File: config.mk
export PLATFORM = sky130hd
export DESIGN_NAME = float_integer_power_square_multiply_top
export DESIGN_NICKNAME = d
export VERILOG_FILES = /design/src/design/fip_pkg.sv /design/src/design/fip_fpu.sv /design/src/design/float_integer_power_square_multiply_top.sv
export SDC_FILE = /design/constraint.sdc
export NUM_CORES = 2
export LEC_CHECK = 0
export ABC_AREA = 1
export BUFFER_PORTS_ARGS = -buffer_cell sky130_fd_sc_hd__buf_2
export CAP_MARGIN = 20
export CORE_AREA = 2 2 514 516
export DETAILED_ROUTE_END_ITERATION = 8
export DIE_AREA = 0 0 516 518
export PLACE_DENSITY_LB_ADDON = 0.2
export SLEW_MARGIN = 30
export SYNTH_ARGS = -nofsm -noshare
export SYNTH_HDL_FRONTEND = slang
export SYNTH_HIERARCHICAL = 1
export SYNTH_SLANG_ARGS = --single-unit
File: constraint.sdc
create_clock -name i_clk -period 32.6 [get_ports i_clk]
set_input_delay 4.89 -clock i_clk [delete_from_list [all_inputs] [get_ports i_clk]]
set_output_delay 4.89 -clock i_clk [all_outputs]
set_load 0.01 [all_outputs]
File: src/design/fip_pkg.sv
// ----------------------------------------------------------------------------
// fip_pkg
// Types and constants for the binary64 integer power block.
// ----------------------------------------------------------------------------
package fip_pkg;

    // exponent field width of the input item
    localparam int EXP_BITS = 32;
    localparam int IDX_W    = $clog2(EXP_BITS);
    // input tdata width: base, then exponent, padded to whole bytes
    localparam int IN_W     = ((64 + EXP_BITS + 7) / 8) * 8;
    // internal signed exponent width
    localparam int EXP_W    = 13;

    localparam logic [63:0] FP_ONE     = 64'h3FF0_0000_0000_0000;
    localparam logic [63:0] FP_DEF_NAN = 64'hFFF8_0000_0000_0000;

    typedef enum logic {
        OP_MUL,
        OP_DIV
    } t_op;

    // request to the shared float unit
    typedef struct packed {
        logic        start;
        t_op         op;
        logic [63:0] a;
        logic [63:0] b;
    } t_fpu_req;

    // response from the shared float unit
    typedef struct packed {
        logic        done;
        logic [63:0] result;
    } t_fpu_resp;

endpackage

File: src/design/fip_fpu.sv
// ----------------------------------------------------------------------------
// fip_fpu
// Shared binary64 multiply / divide unit, round to nearest-even, IEEE specials.
// Multiply uses four 27x27 partial products, divide is restoring, one bit a
// cycle. Subnormal inputs and results are shifted one bit a cycle.
// ----------------------------------------------------------------------------
module fip_fpu
    import fip_pkg::*;
(
    input  logic      i_clk,
    input  logic      i_rst_n,
    input  t_fpu_req  i_req,
    output t_fpu_resp o_resp
);

    localparam logic [2:0] U_IDLE   = 3'd0;
    localparam logic [2:0] U_NORMA  = 3'd1;
    localparam logic [2:0] U_NORMB  = 3'd2;
    localparam logic [2:0] U_MUL    = 3'd3;
    localparam logic [2:0] U_DIV    = 3'd4;
    localparam logic [2:0] U_ALIGN  = 3'd5;
    localparam logic [2:0] U_DENORM = 3'd6;
    localparam logic [2:0] U_ROUND  = 3'd7;

    localparam logic [5:0] DIV_LAST = 6'd55;

    logic [2:0]              r_state, n_state;
    t_op                     r_op, n_op;
    logic                    r_sign, n_sign;
    logic [52:0]             r_ma, n_ma, r_mb, n_mb;
    logic signed [EXP_W-1:0] r_ea, n_ea, r_eb, n_eb, r_e, n_e;
    logic [105:0]            r_prod, n_prod;
    logic [53:0]             r_rem, n_rem;
    logic [55:0]             r_q, n_q;
    logic [5:0]              r_cnt, n_cnt;
    logic [1:0]              r_k, n_k;
    logic [54:0]             r_w, n_w;
    logic                    r_done, n_done;
    logic [63:0]             r_res, n_res;

    // operand classification
    logic a_nan, a_inf, a_zero, b_nan, b_inf, b_zero;
    always_comb begin
        a_nan  = (&i_req.a[62:52]) && (|i_req.a[51:0]);
        a_inf  = (&i_req.a[62:52]) && !(|i_req.a[51:0]);
        a_zero = (i_req.a[62:0] == 63'd0);
        b_nan  = (&i_req.b[62:52]) && (|i_req.b[51:0]);
        b_inf  = (&i_req.b[62:52]) && !(|i_req.b[51:0]);
        b_zero = (i_req.b[62:0] == 63'd0);
    end

    // partial product selection
    logic [26:0]  pp_x, pp_y;
    logic [53:0]  pp;
    logic [6:0]   pp_sh;
    always_comb begin
        unique case (r_k)
            2'd0: begin pp_x = r_ma[26:0];          pp_y = r_mb[26:0];          pp_sh = 7'd0;  end
            2'd1: begin pp_x = r_ma[26:0];          pp_y = {1'b0, r_mb[52:27]}; pp_sh = 7'd27; end
            2'd2: begin pp_x = {1'b0, r_ma[52:27]}; pp_y = r_mb[26:0];          pp_sh = 7'd27; end
            default: begin
                pp_x = {1'b0, r_ma[52:27]}; pp_y = {1'b0, r_mb[52:27]}; pp_sh = 7'd54;
            end
        endcase
        pp = pp_x * pp_y;
    end

    // divide step
    logic        div_ge;
    logic [53:0] div_sub;
    always_comb begin
        div_ge  = (r_rem >= {1'b0, r_mb});
        div_sub = div_ge ? (r_rem - {1'b0, r_mb}) : r_rem;
    end

    // rounding
    logic                    rnd_inc;
    logic [53:0]             rnd_m;
    logic [52:0]             rnd_m53;
    logic signed [EXP_W-1:0] rnd_e;
    always_comb begin
        rnd_inc = r_w[1] & (r_w[0] | r_w[2]);
        rnd_m   = {1'b0, r_w[54:2]} + {53'd0, rnd_inc};
        if (rnd_m[53]) begin
            rnd_m53 = rnd_m[53:1];
            rnd_e   = r_e + 13'sd1;
        end else begin
            rnd_m53 = rnd_m[52:0];
            rnd_e   = r_e;
        end
    end

    // sequencer
    always_comb begin
        n_state = r_state;
        n_op    = r_op;
        n_sign  = r_sign;
        n_ma    = r_ma;
        n_mb    = r_mb;
        n_ea    = r_ea;
        n_eb    = r_eb;
        n_e     = r_e;
        n_prod  = r_prod;
        n_rem   = r_rem;
        n_q     = r_q;
        n_cnt   = r_cnt;
        n_k     = r_k;
        n_w     = r_w;
        n_done  = 1'b0;
        n_res   = r_res;
        unique case (r_state)
            U_IDLE: begin
                if (i_req.start) begin
                    n_op   = i_req.op;
                    n_sign = i_req.a[63] ^ i_req.b[63];
                    n_ma   = {(i_req.a[62:52] != 11'd0), i_req.a[51:0]};
                    n_mb   = {(i_req.b[62:52] != 11'd0), i_req.b[51:0]};
                    n_ea   = (i_req.a[62:52] == 11'd0) ? 13'sd1
                                                       : $signed({2'b00, i_req.a[62:52]});
                    n_eb   = (i_req.b[62:52] == 11'd0) ? 13'sd1
                                                       : $signed({2'b00, i_req.b[62:52]});
                    n_done = 1'b1;
                    // special operands finish at once
                    if (a_nan) begin
                        n_res = i_req.a | 64'h0008_0000_0000_0000;
                    end else if (b_nan) begin
                        n_res = i_req.b | 64'h0008_0000_0000_0000;
                    end else if (i_req.op == OP_MUL) begin
                        if ((a_inf && b_zero) || (a_zero && b_inf)) begin
                            n_res = FP_DEF_NAN;
                        end else if (a_inf || b_inf) begin
                            n_res = {i_req.a[63] ^ i_req.b[63], 11'h7FF, 52'd0};
                        end else if (a_zero || b_zero) begin
                            n_res = {i_req.a[63] ^ i_req.b[63], 63'd0};
                        end else begin
                            n_done  = 1'b0;
                            n_state = U_NORMA;
                        end
                    end else begin
                        if ((a_inf && b_inf) || (a_zero && b_zero)) begin
                            n_res = FP_DEF_NAN;
                        end else if (a_inf || b_zero) begin
                            n_res = {i_req.a[63] ^ i_req.b[63], 11'h7FF, 52'd0};
                        end else if (a_zero || b_inf) begin
                            n_res = {i_req.a[63] ^ i_req.b[63], 63'd0};
                        end else begin
                            n_done  = 1'b0;
                            n_state = U_NORMA;
                        end
                    end
                end
            end
            // bring subnormal significands up to a leading one
            U_NORMA: begin
                if (r_ma[52]) begin
                    n_state = U_NORMB;
                end else begin
                    n_ma = {r_ma[51:0], 1'b0};
                    n_ea = r_ea - 13'sd1;
                end
            end
            U_NORMB: begin
                if (r_mb[52]) begin
                    n_prod = '0;
                    n_k    = 2'd0;
                    n_rem  = {1'b0, r_ma};
                    n_q    = '0;
                    n_cnt  = '0;
                    n_state = (r_op == OP_MUL) ? U_MUL : U_DIV;
                end else begin
                    n_mb = {r_mb[51:0], 1'b0};
                    n_eb = r_eb - 13'sd1;
                end
            end
            // accumulate one partial product a cycle
            U_MUL: begin
                n_prod = r_prod + ({52'd0, pp} << pp_sh);
                n_k    = r_k + 2'd1;
                if (r_k == 2'd3) begin
                    n_state = U_ALIGN;
                end
            end
            // one quotient bit a cycle
            U_DIV: begin
                n_q   = {r_q[54:0], div_ge};
                n_rem = {div_sub[52:0], 1'b0};
                n_cnt = r_cnt + 6'd1;
                if (r_cnt == DIV_LAST) begin
                    n_state = U_ALIGN;
                end
            end
            // leading one to the top, keep guard and sticky
            U_ALIGN: begin
                if (r_op == OP_MUL) begin
                    if (r_prod[105]) begin
                        n_w = {r_prod[105:53], r_prod[52], |r_prod[51:0]};
                        n_e = r_ea + r_eb - 13'sd1022;
                    end else begin
                        n_w = {r_prod[104:52], r_prod[51], |r_prod[50:0]};
                        n_e = r_ea + r_eb - 13'sd1023;
                    end
                end else begin
                    if (r_q[55]) begin
                        n_w = {r_q[55:3], r_q[2], (|r_q[1:0]) | (|r_rem)};
                        n_e = r_ea - r_eb + 13'sd1023;
                    end else begin
                        n_w = {r_q[54:2], r_q[1], r_q[0] | (|r_rem)};
                        n_e = r_ea - r_eb + 13'sd1022;
                    end
                end
                n_state = U_DENORM;
            end
            // shift tiny results into the subnormal range
            U_DENORM: begin
                if (r_e < 13'sd1) begin
                    if (r_e < -13'sd60) begin
                        n_w = {54'd0, |r_w};
                        n_e = 13'sd1;
                    end else begin
                        n_w = {1'b0, r_w[54:2], r_w[1] | r_w[0]};
                        n_e = r_e + 13'sd1;
                    end
                end else begin
                    n_state = U_ROUND;
                end
            end
            U_ROUND: begin
                if (rnd_e >= 13'sd2047) begin
                    n_res = {r_sign, 11'h7FF, 52'd0};
                end else begin
                    n_res = {r_sign, rnd_m53[52] ? rnd_e[10:0] : 11'd0, rnd_m53[51:0]};
                end
                n_done  = 1'b1;
                n_state = U_IDLE;
            end
            default: n_state = U_IDLE;
        endcase
    end

    always_ff @(posedge i_clk) begin
        if (!i_rst_n) begin
            r_state <= U_IDLE;
            r_done  <= 1'b0;
        end else begin
            r_state <= n_state;
            r_done  <= n_done;
        end
        r_op   <= n_op;
        r_sign <= n_sign;
        r_ma   <= n_ma;
        r_mb   <= n_mb;
        r_ea   <= n_ea;
        r_eb   <= n_eb;
        r_e    <= n_e;
        r_prod <= n_prod;
        r_rem  <= n_rem;
        r_q    <= n_q;
        r_cnt  <= n_cnt;
        r_k    <= n_k;
        r_w    <= n_w;
        r_res  <= n_res;
    end

    assign o_resp.done   = r_done;
    assign o_resp.result = r_res;

endmodule

File: src/design/float_integer_power_square_multiply_top.sv
// Sequence: accept the item, skip each leading zero of the exponent magnitude,
//   then for each later bit one float square and, for each set bit, one float
//   multiply; a negative exponent adds a reciprocal, then the result is handed on;
//   a subnormal operand or a tiny result adds shift steps in the float unit.
// Throughput: one item at a time; a new item is taken once the result is in the output register.
// Reset: i_rst_n synchronous, active low, clears the sequencers and o_m_tvalid.
// ----------------------------------------------------------------------------
// float_integer_power_square_multiply_top
// Binary64 base raised to a signed integer power by left-to-right
// square-and-multiply on one shared float unit.
// ----------------------------------------------------------------------------
module float_integer_power_square_multiply_top
    import fip_pkg::*;
(
    input  logic            i_clk,
    input  logic            i_rst_n,
    input  logic            i_s_tvalid,
    output logic            o_s_tready,
    input  logic [IN_W-1:0] i_s_tdata,   // [63:0] base_bits, [64+:EXP_BITS] exponent
    output logic            o_m_tvalid,
    input  logic            i_m_tready,
    output logic [63:0]     o_m_tdata    // [63:0] result_bits
);

    localparam logic [2:0] S_IDLE = 3'd0;
    localparam logic [2:0] S_STEP = 3'd1;
    localparam logic [2:0] S_WSQ  = 3'd2;
    localparam logic [2:0] S_WMB  = 3'd3;
    localparam logic [2:0] S_FIN  = 3'd4;
    localparam logic [2:0] S_WDIV = 3'd5;
    localparam logic [2:0] S_DONE = 3'd6;

    localparam logic [IDX_W-1:0] IDX_TOP = IDX_W'(EXP_BITS - 1);

    logic [2:0]          r_state, n_state;
    logic [63:0]         r_base, n_base;
    logic [EXP_BITS-1:0] r_mag, n_mag;
    logic                r_neg, n_neg;
    logic [IDX_W-1:0]    r_idx, n_idx;
    logic                r_started, n_started;
    logic [63:0]         r_acc, n_acc;
    logic                r_ovalid, n_ovalid;
    logic [63:0]         r_odata, n_odata;

    logic [EXP_BITS-1:0] in_exp;
    t_fpu_req            req;
    t_fpu_resp           resp;

    fip_fpu u_fpu (
        .i_clk  (i_clk),
        .i_rst_n(i_rst_n),
        .i_req  (req),
        .o_resp (resp)
    );

    assign in_exp     = i_s_tdata[64 +: EXP_BITS];
    assign o_s_tready = (r_state == S_IDLE);

    // exponent bit sequencer
    always_comb begin
        n_state   = r_state;
        n_base    = r_base;
        n_mag     = r_mag;
        n_neg     = r_neg;
        n_idx     = r_idx;
        n_started = r_started;
        n_acc     = r_acc;
        n_odata   = r_odata;
        n_ovalid  = r_ovalid && !i_m_tready;
        req.start = 1'b0;
        req.op    = OP_MUL;
        req.a     = r_base;
        req.b     = r_acc;
        unique case (r_state)
            S_IDLE: begin
                if (i_s_tvalid) begin
                    n_base    = i_s_tdata[63:0];
                    n_neg     = in_exp[EXP_BITS-1];
                    n_mag     = in_exp[EXP_BITS-1] ? (~in_exp + 1'b1) : in_exp;
                    n_idx     = IDX_TOP;
                    n_started = 1'b0;
                    n_acc     = FP_ONE;
                    n_state   = S_STEP;
                end
            end
            S_STEP: begin
                if (r_started) begin
                    req.start = 1'b1;
                    req.a     = r_acc;
                    n_state   = S_WSQ;
                end else if (r_mag[r_idx]) begin
                    req.start = 1'b1;
                    n_state   = S_WMB;
                end else if (r_idx == '0) begin
                    n_state = S_FIN;
                end else begin
                    n_idx = r_idx - 1'b1;
                end
            end
            // square done: multiply by the base where the bit is set
            S_WSQ: begin
                if (resp.done) begin
                    n_acc = resp.result;
                    if (r_mag[r_idx]) begin
                        req.start = 1'b1;
                        req.b     = resp.result;
                        n_state   = S_WMB;
                    end else if (r_idx == '0) begin
                        n_state = S_FIN;
                    end else begin
                        n_idx   = r_idx - 1'b1;
                        n_state = S_STEP;
                    end
                end
            end
            S_WMB: begin
                if (resp.done) begin
                    n_acc     = resp.result;
                    n_started = 1'b1;
                    if (r_idx == '0) begin
                        n_state = S_FIN;
                    end else begin
                        n_idx   = r_idx - 1'b1;
                        n_state = S_STEP;
                    end
                end
            end
            // reciprocal for a negative exponent
            S_FIN: begin
                if (r_neg) begin
                    req.start = 1'b1;
                    req.op    = OP_DIV;
                    req.a     = FP_ONE;
                    n_state   = S_WDIV;
                end else begin
                    n_state = S_DONE;
                end
            end
            S_WDIV: begin
                if (resp.done) begin
                    n_acc   = resp.result;
                    n_state = S_DONE;
                end
            end
            // hand the item to the output register once it is free
            S_DONE: begin
                if (!r_ovalid || i_m_tready) begin
                    n_ovalid = 1'b1;
                    n_odata  = r_acc;
                    n_state  = S_IDLE;
                end
            end
            default: n_state = S_IDLE;
        endcase
    end

    always_ff @(posedge i_clk) begin
        if (!i_rst_n) begin
            r_state  <= S_IDLE;
            r_ovalid <= 1'b0;
        end else begin
            r_state  <= n_state;
            r_ovalid <= n_ovalid;
        end
        r_base    <= n_base;
        r_mag     <= n_mag;
        r_neg     <= n_neg;
        r_idx     <= n_idx;
        r_started <= n_started;
        r_acc     <= n_acc;
        r_odata   <= n_odata;
    end

    assign o_m_tvalid = r_ovalid;
    assign o_m_tdata  = r_odata;

endmodule

==> results.sh <==
export IMPL_dr_total_vias=72600
export IMPL_top_library_cells_by_usage_in_the_layout_fill_and_taps_aside="nand2_1, inv_1, nor2_1"
export IMPL_finalClockSkew_ps=45.5
export IMPL_synthesis_nets=11600
export IMPL_post_synth_inst_count=10400
export IMPL_ys_warnings_count=6
export IMPL_synth_simple_gate_area_share_pct=22.6
export IMPL_cp_launch_type="flip-flop"
export IMPL_iteration_count_of_the_initial_detailed_routing_pass=8
export IMPL_layout_cells_most_common="nand2_1"
export IMPL_drt_drc_violations_left=0
export IMPL_synth_fa_ha_area_share_pct=22.4
export IMPL_setup_worst_path_class="reg2reg"
export IMPL_avgViaCountPerCell=5.17
export IMPL_die_area_um2=267000
export IMPL_grt_first_pass_wirelength_mm=478
export IMPL_startpoint="u_fpu/r_k[0]"
export IMPL_die_height_um=518
export IMPL_final_hold_viol_count=0
export IMPL_r2r_end="u_fpu/r_prod[96]"
export IMPL_initial_utilization_pct=29.9
export IMPL_timing_critical_path_to="u_fpu/r_prod[96]"
export IMPL_arr_time_crit_path_ps=14550
export IMPL_cts_resized=0
export IMPL_crit_path_frequent_cell="nand2_1"
export IMPL_synth_lib_cells_used_distinct=66
export IMPL_setup_viol=0
export IMPL_final_period_utilization_pct=43.2
export IMPL_clock_tree_htree_level_count=3
export IMPL_post_synth_xor_area_fraction_pct=2.13
export IMPL_grt_max_degree=108
export IMPL_drt_initial_drc_count=7388
export IMPL_max_slew_margin_pct=31.8
export IMPL_slew_viol_final=0
export IMPL_result_of_the_run="complete, no violations"
export IMPL_rsz0062_at_grt="false"
export IMPL_cts_hold_fix_buffers=0
export IMPL_cts_inserted_buffers=91
export IMPL_synth_seq_cells=729
export IMPL_rr_startpoint="u_fpu/r_k[0]"
export IMPL_die_width_um=516
export IMPL_placement_io_buffers=165
export IMPL_path_max_fanout=55
export IMPL_clock_sinks=729
export IMPL_clockBufferDepth=3
export IMPL_antenna_violations_before_repair=12
export IMPL_synthesis_area_per_instance_um2=7.48
export IMPL_ant_nets=0
export IMPL_detail_route_wl_per_cell_um=23.3
export IMPL_family_with_the_most_delay_on_the_worst_path="adder cells"
export IMPL_path_buf_inv=12
export IMPL_synth_ff_type="edfxtp_1"
export IMPL_clock_tree_from_tritoncts="built"
export IMPL_highest_cell_delay_on_the_worst_timing_path_ps=940
export IMPL_cp_num_cells=54
export IMPL_layout_nets=11600
export IMPL_r2r_slack_ps=18520
export IMPL_clkTransAtPathRegs_ps=60
export IMPL_syn2layout_area_growth_pct=10.1
export IMPL_post_synth_instance_area_um2=78100
export IMPL_worstRegToRegCells=54
export IMPL_synth_top_family_by_area="simple AND/OR/NAND/NOR gates"
export IMPL_period_needed_ps=14080
export IMPL_min_path_type="reg2reg"
export IMPL_setup_worst_path_end_class="flip-flop"
export IMPL_worst_slew_pin_slew_ps=1020
export IMPL_coreArea_um2=262000
export IMPL_totalNegativeSetupSlack_ps=0
export IMPL_post_cts_setup_buffers=0
export IMPL_insertion_delay_ps=740
export IMPL_via_count_of_the_first_global_routing_pass=71200
export IMPL_final_weighted_congestion_in_routability_driven_placement=0.975
export IMPL_synth_edf_count=721
export IMPL_pin_count=166
export IMPL_synth_async_reset_ratio_pct=0
export IMPL_post_synthesis_mux_area_share_pct=0.0897
export IMPL_grt_remaining_overflow=0
export IMPL_sequential_area_share_after_synthesis_pct=27.9
export IMPL_synth_compound_area_share_pct=13.0
export IMPL_timing_critical_path_slowest_stage_cell="clkinv_1"
export IMPL_maxClockFrequency_mhz=71.0
export IMPL_max_cap_violations=0
export IMPL_hpwl_mm=265
export IMPL_std_cell_rows=188
export IMPL_critPathRequiredTime_ps=33080
export IMPL_route_final_wire_length_mm=327
export IMPL_clock_root_buffer="clkbuf_16"
export IMPL_global_route_usage_total_pct=23.9
export IMPL_layout_drive_gt1_share_pct=5.48
## cells in the mapped netlist, drive strengths merged, types with 85 or more instances
master,instances,share of area [%]
nand2,2189,11
xor2,137,1.5
ha,393,6.3
fa,628,16
nor4,89,0.71
inv,2017,9.7
clkbuf,283,1.4
edfxtp,721,28
nand4,85,0.68
o21ai,844,5.7
nor3,166,1.1
buf,100,0.72
nand3,620,4.0
nor2,1049,5.1
a21oi,618,4.0
## how the worst min path moves through the flow
stage | from | to | slack [ps] | cells after the start
after global routing | r_acc[41] | o_m_tdata[41] | 490 | 0
after CTS | r_acc[42] | o_m_tdata[42] | 480 | 0
after detailed placement | r_acc[15] | o_m_tdata[15] | 470 | 0
final | r_acc[42] | o_m_tdata[42] | 480 | 0
after floorplan | r_acc[0] | o_m_tdata[0] | 450 | 0
after global placement | r_acc[15] | o_m_tdata[15] | 470 | 0
## per-layer routing
layer	wire, um	track usage, %
met5	8	0
met1	146000	33.6
met3	22100	3.43
met4	12200	8.09
met2	147000	37.5
## flip-flops by register name, indices dropped and copies added (netlist names), 54 cells and up
name / cells
o_m_tdata: 64
r_base: 64
u_fpu/r_w: 55
u_fpu/r_res: 64
u_fpu/r_prod: 106
u_fpu/r_rem: 54
r_acc: 64
u_fpu/r_q: 56
## through the flow
stage | utilization [%] | area (um2) | cells | hold slack [ps] | setup slack, ps
after global routing | 32.9 | 86000 | 14000 | 492 | 17670
after floorplan | - | 78100 | 10400 | 451 | 21910
after global placement | 31.7 | 82900 | 13900 | 468 | 18490
after detailed placement | 31.7 | 82900 | 13900 | 470 | 18660
final | 32.9 | 86000 | 14000 | 479 | 18520
after CTS | 32.8 | 85900 | 14000 | 475 | 18660
## kinds of logic (layout without fill, tap and decap cells)
logic type               Yosys count  after routing
AO/OA/AOI/OAI                   1818           1818
XOR/XNOR                         190            190
adder cells (fa/ha/maj)         1021           1021
buffers and inverters           2426           2493
flip-flops                       729            729
multiplexers                       7              7
other                              0             14
AND/OR/NAND/NOR                 4252           4252
## cell type report
class | count | area, um2
Tap cell | 3515 | 4400
Antenna cell | 14 | 35.0
Clock inverter | 61 | 623
Fill cell | 28400 | 176000
Inverter | 2043 | 7680
Clock buffer | 107 | 2360
Multi-Input combinational cell | 7288 | 47300
Timing Repair Buffer | 282 | 1760
Sequential cell | 729 | 21800
Power is not shown: default switching activity piles up to over one toggle a cycle in this logic, so the estimate is an artifact.
